<file path="src/rtl/ppm_sum_channel_decoder_top_defines.svh">
// Assertion macros shared by the decoder RTL.
// Depends on nothing; included by files that carry concurrent checks.
`ifndef PPM_SUM_CHANNEL_DECODER_TOP_DEFINES_SVH
`define PPM_SUM_CHANNEL_DECODER_TOP_DEFINES_SVH

// Same-cycle implication, clocked on i_clk, off during reset.
`define PSD_ASSERT_NOW(lbl, ante, cons) \
    lbl: assert property (@(posedge i_clk) disable iff (!i_rst_n) (ante) |-> (cons)) \
        else $error("%m: check failed");

// Next-cycle implication, clocked on i_clk, off during reset.
`define PSD_ASSERT_NEXT(lbl, ante, cons) \
    lbl: assert property (@(posedge i_clk) disable iff (!i_rst_n) (ante) |=> (cons)) \
        else $error("%m: check failed");

`endif

</file>
<file path="src/rtl/psd_pkg.sv">
// Types and constants of the PPM-sum channel decoder.
// No dependencies; used by the channel interfaces and the top level.
package psd_pkg;

    // Item kinds
    typedef enum logic [1:0] {
        KIND_PULSE = 2'd0,
        KIND_TICK  = 2'd1,
        KIND_READ  = 2'd2,
        KIND_OVR   = 2'd3
    } t_kind;

    // Configuration register indexes
    typedef enum logic [1:0] {
        CFG_MIN_CH     = 2'd0,
        CFG_FS_CH      = 2'd1,
        CFG_FS_TIMEOUT = 2'd2,
        CFG_FS_VALUE   = 2'd3
    } t_cfg_idx;

    localparam int CFG_IDX_W  = 2;
    localparam int CFG_DATA_W = 16;
    localparam int OVR_SLOTS  = 8;

    localparam logic [15:0] SYNC_WIDTH       = 16'd4000;
    localparam logic [3:0]  RST_MIN_CH       = 4'd4;
    localparam logic [2:0]  RST_FS_CH        = 3'd2;
    localparam logic [15:0] RST_FS_TIMEOUT   = 16'd50;
    localparam logic [15:0] RST_FS_VALUE     = 16'd900;

    typedef struct packed {
        t_kind              kind;
        logic [15:0]        pulse_width;
        logic [2:0]         channel;
        logic signed [15:0] override_value;
    } t_in_item;

    typedef struct packed {
        logic [15:0] channel_value;
        logic [3:0]  valid_count;
        logic        override_active;
    } t_out_item;

endpackage

</file>
<file path="src/rtl/psd_if.sv">
// Valid/ready channel interfaces for decoder items and results.
// Depends on psd_pkg for the payload types.
interface psd_in_if;
    logic               valid;
    logic               ready;
    psd_pkg::t_in_item  data;

    modport source (output valid, output data, input ready);
    modport sink   (input valid, input data, output ready);
endinterface

interface psd_out_if;
    logic               valid;
    logic               ready;
    psd_pkg::t_out_item data;

    modport source (output valid, output data, input ready);
    modport sink   (input valid, input data, output ready);
endinterface

</file>
<file path="src/rtl/ppm_sum_channel_decoder_top.sv">
// PPM-sum channel decoder: one registered result per accepted item.
// Throughput: one item per cycle; a one-entry skid behind the result register drops
// ready only while the output is stalled two items deep.
// Reset (i_rst_n low, synchronous) clears counters, uptime, channel and override
// stores, and restores the configuration registers to their defaults.
// Depends on psd_pkg, psd_if and the assertion macro header.
`include "ppm_sum_channel_decoder_top_defines.svh"

module ppm_sum_channel_decoder_top #(
    parameter int NUM_CHANNELS = 8
) (
    input  logic                          i_clk,
    input  logic                          i_rst_n,
    input  logic                          i_cfg_we,
    input  logic [psd_pkg::CFG_IDX_W-1:0]  i_cfg_idx,
    input  logic [psd_pkg::CFG_DATA_W-1:0] i_cfg_wdata,
    psd_in_if.sink                        i_item,
    psd_out_if.source                     o_result
);

    localparam int CNT_W = $clog2(NUM_CHANNELS + 1);
    localparam int IDX_W = (NUM_CHANNELS > 1) ? $clog2(NUM_CHANNELS) : 1;

    // Configuration registers
    logic [3:0]  r_min_ch;
    logic [2:0]  r_fs_ch;
    logic [15:0] r_fs_timeout;
    logic [15:0] r_fs_value;

    // Decoder state
    logic [CNT_W-1:0] r_slot_cnt, n_slot_cnt;
    logic [CNT_W-1:0] r_pub_cnt,  n_pub_cnt;
    logic [31:0]      r_uptime,   n_uptime;
    logic [15:0]      r_width [NUM_CHANNELS];
    logic [31:0]      r_stamp [NUM_CHANNELS];
    logic [15:0]      r_ovr   [psd_pkg::OVR_SLOTS];

    // Result register and skid entry
    logic               r_out_vld,  n_out_vld;
    logic               r_skid_vld, n_skid_vld;
    psd_pkg::t_out_item r_out_data, n_out_data;
    psd_pkg::t_out_item r_skid_data, n_skid_data;

    logic               acc, take;
    psd_pkg::t_in_item  item;
    psd_pkg::t_out_item res;
    logic               is_sync, slot_wr, ovr_wr;
    logic [IDX_W-1:0]   wr_idx, rd_idx;
    logic [31:0]        ch32, slot32, pub32, age;
    logic               ch_in_range;
    logic [15:0]        rd_width, rd_data, ovr_val;
    logic [31:0]        rd_stamp;

    assign item = i_item.data;
    assign acc  = i_item.valid && i_item.ready;
    assign take = r_out_vld && o_result.ready;

    assign i_item.ready   = !r_skid_vld;
    assign o_result.valid = r_out_vld;
    assign o_result.data  = r_out_data;

    // Write configuration registers
    always_ff @(posedge i_clk) begin
        if (!i_rst_n) begin
            r_min_ch     <= psd_pkg::RST_MIN_CH;
            r_fs_ch      <= psd_pkg::RST_FS_CH;
            r_fs_timeout <= psd_pkg::RST_FS_TIMEOUT;
            r_fs_value   <= psd_pkg::RST_FS_VALUE;
        end else if (i_cfg_we) begin
            unique case (psd_pkg::t_cfg_idx'(i_cfg_idx))
                psd_pkg::CFG_MIN_CH:     r_min_ch     <= i_cfg_wdata[3:0];
                psd_pkg::CFG_FS_CH:      r_fs_ch      <= i_cfg_wdata[2:0];
                psd_pkg::CFG_FS_TIMEOUT: r_fs_timeout <= i_cfg_wdata;
                psd_pkg::CFG_FS_VALUE:   r_fs_value   <= i_cfg_wdata;
                default: ;
            endcase
        end
    end

    // Decode the item: slot fill, sync, tick and override write
    always_comb begin
        slot32     = 32'(r_slot_cnt);
        is_sync    = item.pulse_width >= psd_pkg::SYNC_WIDTH;
        slot_wr    = acc && (item.kind == psd_pkg::KIND_PULSE) && !is_sync
                     && (slot32 < NUM_CHANNELS);
        ovr_wr     = acc && (item.kind == psd_pkg::KIND_OVR) && !item.override_value[15];
        wr_idx     = r_slot_cnt[IDX_W-1:0];
        n_slot_cnt = r_slot_cnt;
        n_pub_cnt  = r_pub_cnt;
        n_uptime   = r_uptime;
        if (acc && item.kind == psd_pkg::KIND_PULSE && is_sync) begin
            if (slot32 >= 32'(r_min_ch)) begin
                n_pub_cnt = r_slot_cnt;
            end
            n_slot_cnt = '0;
        end else if (slot_wr) begin
            n_slot_cnt = r_slot_cnt + CNT_W'(1);
            if (slot32 + 32'd1 == NUM_CHANNELS) begin
                n_pub_cnt = CNT_W'(NUM_CHANNELS);
            end
        end
        if (acc && item.kind == psd_pkg::KIND_TICK) begin
            n_uptime = r_uptime + 32'd1;
        end
    end

    // Read path: stored width, then failsafe, then override
    always_comb begin
        ch32        = 32'(item.channel);
        rd_idx      = ch32[IDX_W-1:0];
        ch_in_range = ch32 < NUM_CHANNELS;
        rd_width    = ch_in_range ? r_width[rd_idx] : 16'd0;
        rd_stamp    = ch_in_range ? r_stamp[rd_idx] : 32'd0;
        age         = r_uptime - rd_stamp;
        ovr_val     = r_ovr[item.channel];
        rd_data     = rd_width;
        if (item.channel == r_fs_ch && age > 32'(r_fs_timeout)) begin
            rd_data = r_fs_value;
        end
        if (ovr_val != 16'd0) begin
            rd_data = ovr_val;
        end
    end

    // Form the result item
    always_comb begin
        pub32               = 32'(n_pub_cnt);
        res.channel_value   = (item.kind == psd_pkg::KIND_READ) ? rd_data : 16'd0;
        res.valid_count     = pub32[3:0];
        res.override_active = (item.kind == psd_pkg::KIND_OVR)
                              && !item.override_value[15]
                              && (item.override_value != 16'sd0);
    end

    // Advance decoder state
    always_ff @(posedge i_clk) begin
        if (!i_rst_n) begin
            r_slot_cnt <= '0;
            r_pub_cnt  <= '0;
            r_uptime   <= '0;
            for (int i = 0; i < NUM_CHANNELS; i++) begin
                r_width[i] <= '0;
                r_stamp[i] <= '0;
            end
            for (int i = 0; i < psd_pkg::OVR_SLOTS; i++) begin
                r_ovr[i] <= '0;
            end
        end else begin
            r_slot_cnt <= n_slot_cnt;
            r_pub_cnt  <= n_pub_cnt;
            r_uptime   <= n_uptime;
            if (slot_wr) begin
                r_width[wr_idx] <= item.pulse_width;
                r_stamp[wr_idx] <= r_uptime;
            end
            if (ovr_wr) begin
                r_ovr[item.channel] <= unsigned'(item.override_value);
            end
        end
    end

    // Steer results into the output register or the skid entry
    always_comb begin
        n_out_vld   = r_out_vld;
        n_skid_vld  = r_skid_vld;
        n_out_data  = r_out_data;
        n_skid_data = r_skid_data;
        if (take) begin
            if (r_skid_vld) begin
                n_out_data = r_skid_data;
                n_skid_vld = 1'b0;
            end else begin
                n_out_vld  = acc;
                n_out_data = res;
            end
        end else if (acc) begin
            if (!r_out_vld) begin
                n_out_vld  = 1'b1;
                n_out_data = res;
            end else begin
                n_skid_vld  = 1'b1;
                n_skid_data = res;
            end
        end
    end

    // Hold result handshake state
    always_ff @(posedge i_clk) begin
        if (!i_rst_n) begin
            r_out_vld  <= 1'b0;
            r_skid_vld <= 1'b0;
        end else begin
            r_out_vld  <= n_out_vld;
            r_skid_vld <= n_skid_vld;
        end
    end

    // Result payload needs no reset
    always_ff @(posedge i_clk) begin
        r_out_data  <= n_out_data;
        r_skid_data <= n_skid_data;
    end

    // Checks
    `PSD_ASSERT_NOW(a_skid_behind_out, r_skid_vld, r_out_vld)
    `PSD_ASSERT_NOW(a_slot_range, 1'b1, 32'(r_slot_cnt) <= NUM_CHANNELS)
    `PSD_ASSERT_NOW(a_pub_range, 1'b1, 32'(r_pub_cnt) <= NUM_CHANNELS)
    `PSD_ASSERT_NEXT(a_tick_step, acc && item.kind == psd_pkg::KIND_TICK,
        r_uptime == $past(r_uptime) + 32'd1)
    `PSD_ASSERT_NEXT(a_accept_lands, acc, r_out_vld)

endmodule

</file>
<file path="src/flat_wrapper.sv">
// flat-port wrapper written by rule: the top's interface ports become plain ports
module ppm_sum_channel_decoder_top_flat 
#(
    parameter int NUM_CHANNELS = 8
)
  (i_clk, i_rst_n, i_cfg_we, i_cfg_idx, i_cfg_wdata, i_item_valid, i_item_data, i_item_ready, o_result_valid, o_result_data, o_result_ready);
  psd_in_if i_item_i ();
  psd_out_if o_result_i ();
  input  logic i_clk;
  input  logic i_rst_n;
  input  logic i_cfg_we;
  input  logic [psd_pkg::CFG_IDX_W-1:0] i_cfg_idx;
  input  logic [psd_pkg::CFG_DATA_W-1:0] i_cfg_wdata;
  input wire logic [$bits(i_item_i.valid)-1:0] i_item_valid;
  input wire logic [$bits(i_item_i.data)-1:0] i_item_data;
  output wire logic [$bits(i_item_i.ready)-1:0] i_item_ready;
  output wire logic [$bits(o_result_i.valid)-1:0] o_result_valid;
  output wire logic [$bits(o_result_i.data)-1:0] o_result_data;
  input wire logic [$bits(o_result_i.ready)-1:0] o_result_ready;
  assign i_item_i.valid = i_item_valid;
  assign i_item_i.data = i_item_data;
  assign i_item_ready = i_item_i.ready;
  assign o_result_valid = o_result_i.valid;
  assign o_result_data = o_result_i.data;
  assign o_result_i.ready = o_result_ready;
  ppm_sum_channel_decoder_top #(.NUM_CHANNELS(NUM_CHANNELS)) u_core (.i_clk(i_clk), .i_rst_n(i_rst_n), .i_cfg_we(i_cfg_we), .i_cfg_idx(i_cfg_idx), .i_cfg_wdata(i_cfg_wdata), .i_item(i_item_i), .o_result(o_result_i));
endmodule
</file>
<file path="config.mk">
export PLATFORM = sky130hd
export DESIGN_NAME = ppm_sum_channel_decoder_top_flat
export DESIGN_NICKNAME = d
export VERILOG_FILES = /design/src/rtl/psd_pkg.sv /design/src/rtl/psd_if.sv /design/src/rtl/ppm_sum_channel_decoder_top.sv /design/src/flat_wrapper.sv
export VERILOG_INCLUDE_DIRS = /design/src /design/src/rtl
export SDC_FILE = /design/constraint.sdc
export NUM_CORES = 1
export LEC_CHECK = 0
export BUFFER_PORTS_ARGS = -buffer_cell sky130_fd_sc_hd__buf_2
export CAP_MARGIN = 10
export CORE_MARGIN = 2
export CORE_UTILIZATION = 60
export CTS_CLUSTER_DIAMETER = 40
export DETAILED_ROUTE_END_ITERATION = 7
export GPL_TIMING_DRIVEN = 0
export PLACE_DENSITY = 0.86
export RECOVER_POWER = 25
export SYNTH_ARGS = -nofsm -noshare
export SYNTH_HDL_FRONTEND = slang
export SYNTH_SLANG_ARGS = --single-unit
</file>
<file path="constraint.sdc">
create_clock -name i_clk -period 21.7 [get_ports i_clk]
set_input_delay 4.34 -clock i_clk [delete_from_list [all_inputs] [get_ports i_clk]]
set_output_delay 4.34 -clock i_clk [all_outputs]
set_load 0.005 [all_outputs]
</file>
=== After elaboration in Yosys (flattened, before gate mapping) ===
Memory sizes are Yosys's and may differ from the RTL's.
Cells that the tools add are included.

* Order comparisons: 4
* Equality and inequality tests: 10
* Multipliers: 0
* Reduce and logical (&&, ||, !) cells: 33
* Add/sub/neg operators: 4
* Bitwise operators: 2
* Mux-type cells: 30
* Divide/modulo/power cells: 0
* Shifts and indexed selects: 0

{| class="wikitable"
|+ Operator list
! cell !! number
|-
| 21-bit 2-to-1 mux || 4
|-
| 16-bit 2-to-1 mux || 5
|-
| 32-bit by 1-bit adder with 32-bit output, second input constant || 1
|-
| 32-bit by 4-bit == test with 1-bit output, second input constant || 1
|-
| 32-bit by 16-bit > comparator with 1-bit output || 1
|-
| 32-bit 2-to-1 mux || 1
|-
| 16-bit nonzero test || 2
|-
| 16-bit OR reduction || 2
|-
| 32-bit OR reduction || 1
|-
| 32-bit subtractor || 1
|-
| 16-bit by 12-bit >= comparator with 1-bit output, second input constant || 1
|-
| 4-bit 2-to-1 mux || 4
|-
| 2-bit AND reduction || 7
|-
| 1-bit 2-to-1 mux || 13
|-
| 1-bit logical AND || 12
|-
| 3-bit 2-to-1 mux || 3
|-
| 2-bit == test, second input constant || 4
|-
| 4-bit by 1-bit adder with 5-bit output, second input constant || 1
|-
| 4-bit by 1-bit adder with 4-bit output, second input constant || 1
|-
| 2-bit by 1-bit == test with 1-bit output, second input constant || 2
|-
| 4-bit >= comparator || 1
|-
| 2-bit zero test || 2
|-
| 4-bit < comparator, second input constant || 1
|-
| 2-bit inequality test, second input constant || 2
|-
| 6 further kinds || 10
|}

* Memories: 3
* Latch bits: 0
* Register bits: 123
* Bits in writable memories: 512
* Logic and storage cells: 101
* Output and inout bits: 23
* ROM bits: 0
* Bits of input ports: 60

{| class="wikitable"
|+ Memories
! name !! words !! bits a word !! rd ports !! clocked after memory_dff !! wr ports !! RTL line !! text
|-
| u_core.r_stamp || 8 || 32 || 1 || 0 || 8 || ppm_sum_channel_decoder_top.sv:35 || <nowiki>logic [31:0] r_stamp [NUM_CHANNELS];</nowiki>
|-
| u_core.r_ovr || 8 || 16 || 1 || 0 || 8 || ppm_sum_channel_decoder_top.sv:36 || <nowiki>logic [15:0] r_ovr [psd_pkg::OVR_SLOTS];</nowiki>
|-
| u_core.r_width || 8 || 16 || 1 || 0 || 8 || ppm_sum_channel_decoder_top.sv:34 || <nowiki>logic [15:0] r_width [NUM_CHANNELS];</nowiki>
|}

=== Depth between registers and ports, before layout ===
* Depth in word-level cells: 10
* Mapped depth: 28
* Depth with buffers taken out: 23

=== Worst setup path after synthesis ===
Ideal clock, no wire load.

* Path kind: input -> register
* From: in i_item_data[18]
* To: reg u_core.r_out_data (netlist bit u_core.o_result.data[12]) (data pin)
* Data arrival time: 10,113 ps
* Setup time: 257 ps
* Slack: 11,330 ps
* Cell stages on the path: 26
* Required time: 21,443 ps
* Path buffers: 4
* Cells stage by stage: buf_2 > buf_2 > buf_1 > buf_1 > mux2_2 > a221oi_1 > a21oi_1 > a221oi_1 > ha_1 > o211ai_1 > a21oi_1 > o21a_1 > nor2_1 > o21ai_0 > xor2_1 > ha_1 > a21o_1 > a21oi_1 > o221ai_1 > o31a_1 > nor4_1 > nand4_1 > nor3_4 > nand3_2 > or4b_1 > a32o_1

{| class="wikitable"
|+ RTL lines
! what !! RTL line !! text
|-
| start, declared || flat_wrapper.sv:15 || <nowiki>input wire logic [$bits(i_item_i.data)-1:0] i_item_data;</nowiki>
|-
| end signal, assigned || ppm_sum_channel_decoder_top.sv:200 || <nowiki>r_out_data <= n_out_data;</nowiki>
|-
| end, declared || ppm_sum_channel_decoder_top.sv:41 || <nowiki>psd_pkg::t_out_item r_out_data, n_out_data;</nowiki>
|}

==> metrics.txt <==
register area=18,300 um2; worst vdd ir=approximately 0.000069 V; Remaining DRCs=1; Leak=about 13 nW; clk sink count=635; most common cell after layout, fill and taps aside=edfxtp_1; post-CTS sizing=0; FF-to-FF path depth=22; Worst Clk Skew=0.0292 ns; RSZ-0062 raised after global routing=false; wire per inst=27.9 um; Filler cells=3,184; worst-skew pair later-pin latency=0.64 ns; FF-to-FF End=u_core.o_result.data[12]; Syn Area/Cell=roughly 12 um2; global-route usage over all layers=37.0%; most frequent cells in the layout=edfxtp_1, and2_1, clkbuf_1; H-tree lvl count=3; area leader, netlist=edfxtp_1; Buf/Inv on CP=5; post-placement worst setup slack=8.94 ns; DR vias/cell=6.82; hold buffers post-CTS=0; via count=23.8k; Root Buffer Master=clkbuf_16; clk buf depth=3; status=complete, but fails checks; Critical Path Source Type=primary input; vias in the first global route=24.1k; setup TNS=0 ns; hold path cells=2; relative slew slack=-83.1%; Hold EP=u_core.r_fs_timeout[14]; ys flop type=edfxtp_1; Required @ worst endpoint=~22 ns; most frequent CP cell=clkbuf_1; reg2reg setup slack=14.93 ns; failing checks=DRC, capacitance limit, slew limit; GP Congestion=0.982; global-route wire length before repair=145 mm; cell count after synthesis=2,522; initial drt markers=between 3k and 4k; Die W=229 um; count of cell types in the netlist=90; area of the multi-input gates=between 10,000 and 15,000 um2; Worst Tran Pin Value=2.72 ns; core box area=around 50,000 um2; Critical R2R Launch=u_core.r_stamp[6][2]; synth top area cells=edfxtp_1, and2_1, dfxtp_1; DR pass1 iterations=8; Mapped Area=30,300 um2; initial antenna violation count=2; max-cap violations=4; final max-slew violation count=81; Hold Crit Start=u_core.r_fs_timeout[14]; Final period util=60.2%; PortBufs=81; Post-synth EDFFs=554; clock-pin slew on the worst setup and hold paths=around 0.060 ns; Synth Register Bits=635; ys async rst share=0%; CTS tree=built; initial core utilization=60.6%; I/O pin count=83; Final Hold Fails=0; final worst slack=8.65 ns; Worst Setup Path Type=in2reg; final setup violation count=0; crit-path max cell delay=0.81 ns; Fmax achieved=between 70 and 80 MHz; power density over the cells=86.8 nW/um2; post-route ant nets=0; Site Rows=between 80 and 90; Overflow after GRT=0; die height=229 um; Yosys top cell area share=55.0%; critical path depth=26; hold crit path type=reg2reg; layout cells sized above 1=11.2%; Critical Path End Type=flop; crit path DAT=approximately 13 ns; Die ar.=52,300 um2; Post-CTS Setup Bufs=0; maximum number of pins on one net before global-route repair=49; CTS Buf Count=just under 80; CP max FO=10; # nets final=2,868; final WL=97.6 mm; min cycle time layout=13.05 ns; Area growth syn-to-layout=15.0%; family with the most delay on the worst path=simple AND/OR/NAND/NOR gates; Final HPWL DP=63.0 mm; CP max stage cell=clkbuf_1; Synth Warn #=0; Seq/Total Area, Yosys=60.3%
Yosys cell counts, drive strengths merged (41+ instances only):
cell type and n:
ha 55, nand2 149, a21oi 66, and3 76, nand3 48, and2 452
edfxtp 554, nor2 97, o21ai 72, a22oi 94, clkbuf 141, inv 41
o22ai 59, dfxtp 81
power breakdown:
part           total [W]  switching, W  internal [W]
registers        0.00140     0.0000195       0.00138
clock network    0.00137      0.000564      0.000803
logic           0.000255      0.000178     0.0000766
registers in the layout (all words and copies together), names as in the netlist:
name                   count
u_core.o_result.data      21
u_core.o_result.valid      1
u_core.r_fs_ch             3
u_core.r_fs_timeout       16
u_core.r_fs_value         16
u_core.r_min_ch            4
u_core.r_ovr             128
u_core.r_pub_cnt           4
u_core.r_skid_data        21
u_core.r_skid_vld          1
u_core.r_slot_cnt          4
u_core.r_stamp           256
u_core.r_uptime           32
u_core.r_width           128
through the flow:
step | cells | utilization [%] | cell area [um2] | hold slack (ns) | power [W]
after floorplan | 2561 | - | 30400 | 0.432 | 0.00156
after CTS | 3485 | 69.8 | 34900 | 0.477 | 0.00299
after global placement | 3314 | 63.4 | 31700 | 0.458 | 0.00165
final | 3493 | 69.7 | 34800 | 0.473 | 0.00302
after detailed placement | 3338 | 64.3 | 32100 | 0.467 | 0.00166
after global routing | 3490 | 69.6 | 34800 | 0.505 | 0.00308
per-layer routing:
| metal | part of all wire (%) | vias up | track usage [%] |
|---|---|---|---|
| met5 | 0.12 | - | 1.65 |
| met4 | 5.9 | 4 | 20.2 |
| met3 | 17 | 489 | 13.7 |
| met2 | 44 | 2189 | 55.7 |
| met1 | 34 | 11300 | 46.5 |
| li1 | - | 9821 | - |
area by class of cell:
cell class                 instances  share of cell area, %
antenna                            3                 0.0216
buffer                           175                   2.03
clock buffer                      91                   5.87
clock inverter                    56                   1.99
inverter                          42                  0.453
multi-input combinational       1709                   32.7
sequential                       635                   52.5
tap                              672                   2.42
timing repair buffer             110                   2.03
cell families (layout without fill, tap and decap cells):
group           Yosys count  in the layout  synth area share, %
simple gates            991            991                 18.6
flops                   635            635                 60.3
compound gates          517            517                 12.2
buf+inv                 217            474                 2.86
mux                      58             58                 2.40
fa+ha+maj                56             56                 2.34
xor+xnor                 47             47                 1.36
other cells               1             43               0.0124
how the worst max path moves through the flow:
stage | from | endpoint | slack [ns]
floorplan | i_item_data[18] | u_core.o_result.data[12] | 11.33
global placement | i_item_data[34] | u_core.r_stamp[6][17] | 7.95
detailed placement | i_item_data[18] | u_core.o_result.data[12] | 8.94
CTS | i_item_data[18] | u_core.o_result.data[12] | 9.48
global route | i_item_data[18] | u_core.o_result.data[12] | 8.42
finish | i_item_data[18] | u_core.o_result.data[12] | 8.65
tightest hold or removal path, stage by stage (launching register included):
cell and delay [ns]:
dfxtp_1 0.31, nand2_1 0.05, a21boi_0 0.06
No activity file was read; power rests on OpenSTA's default activity.
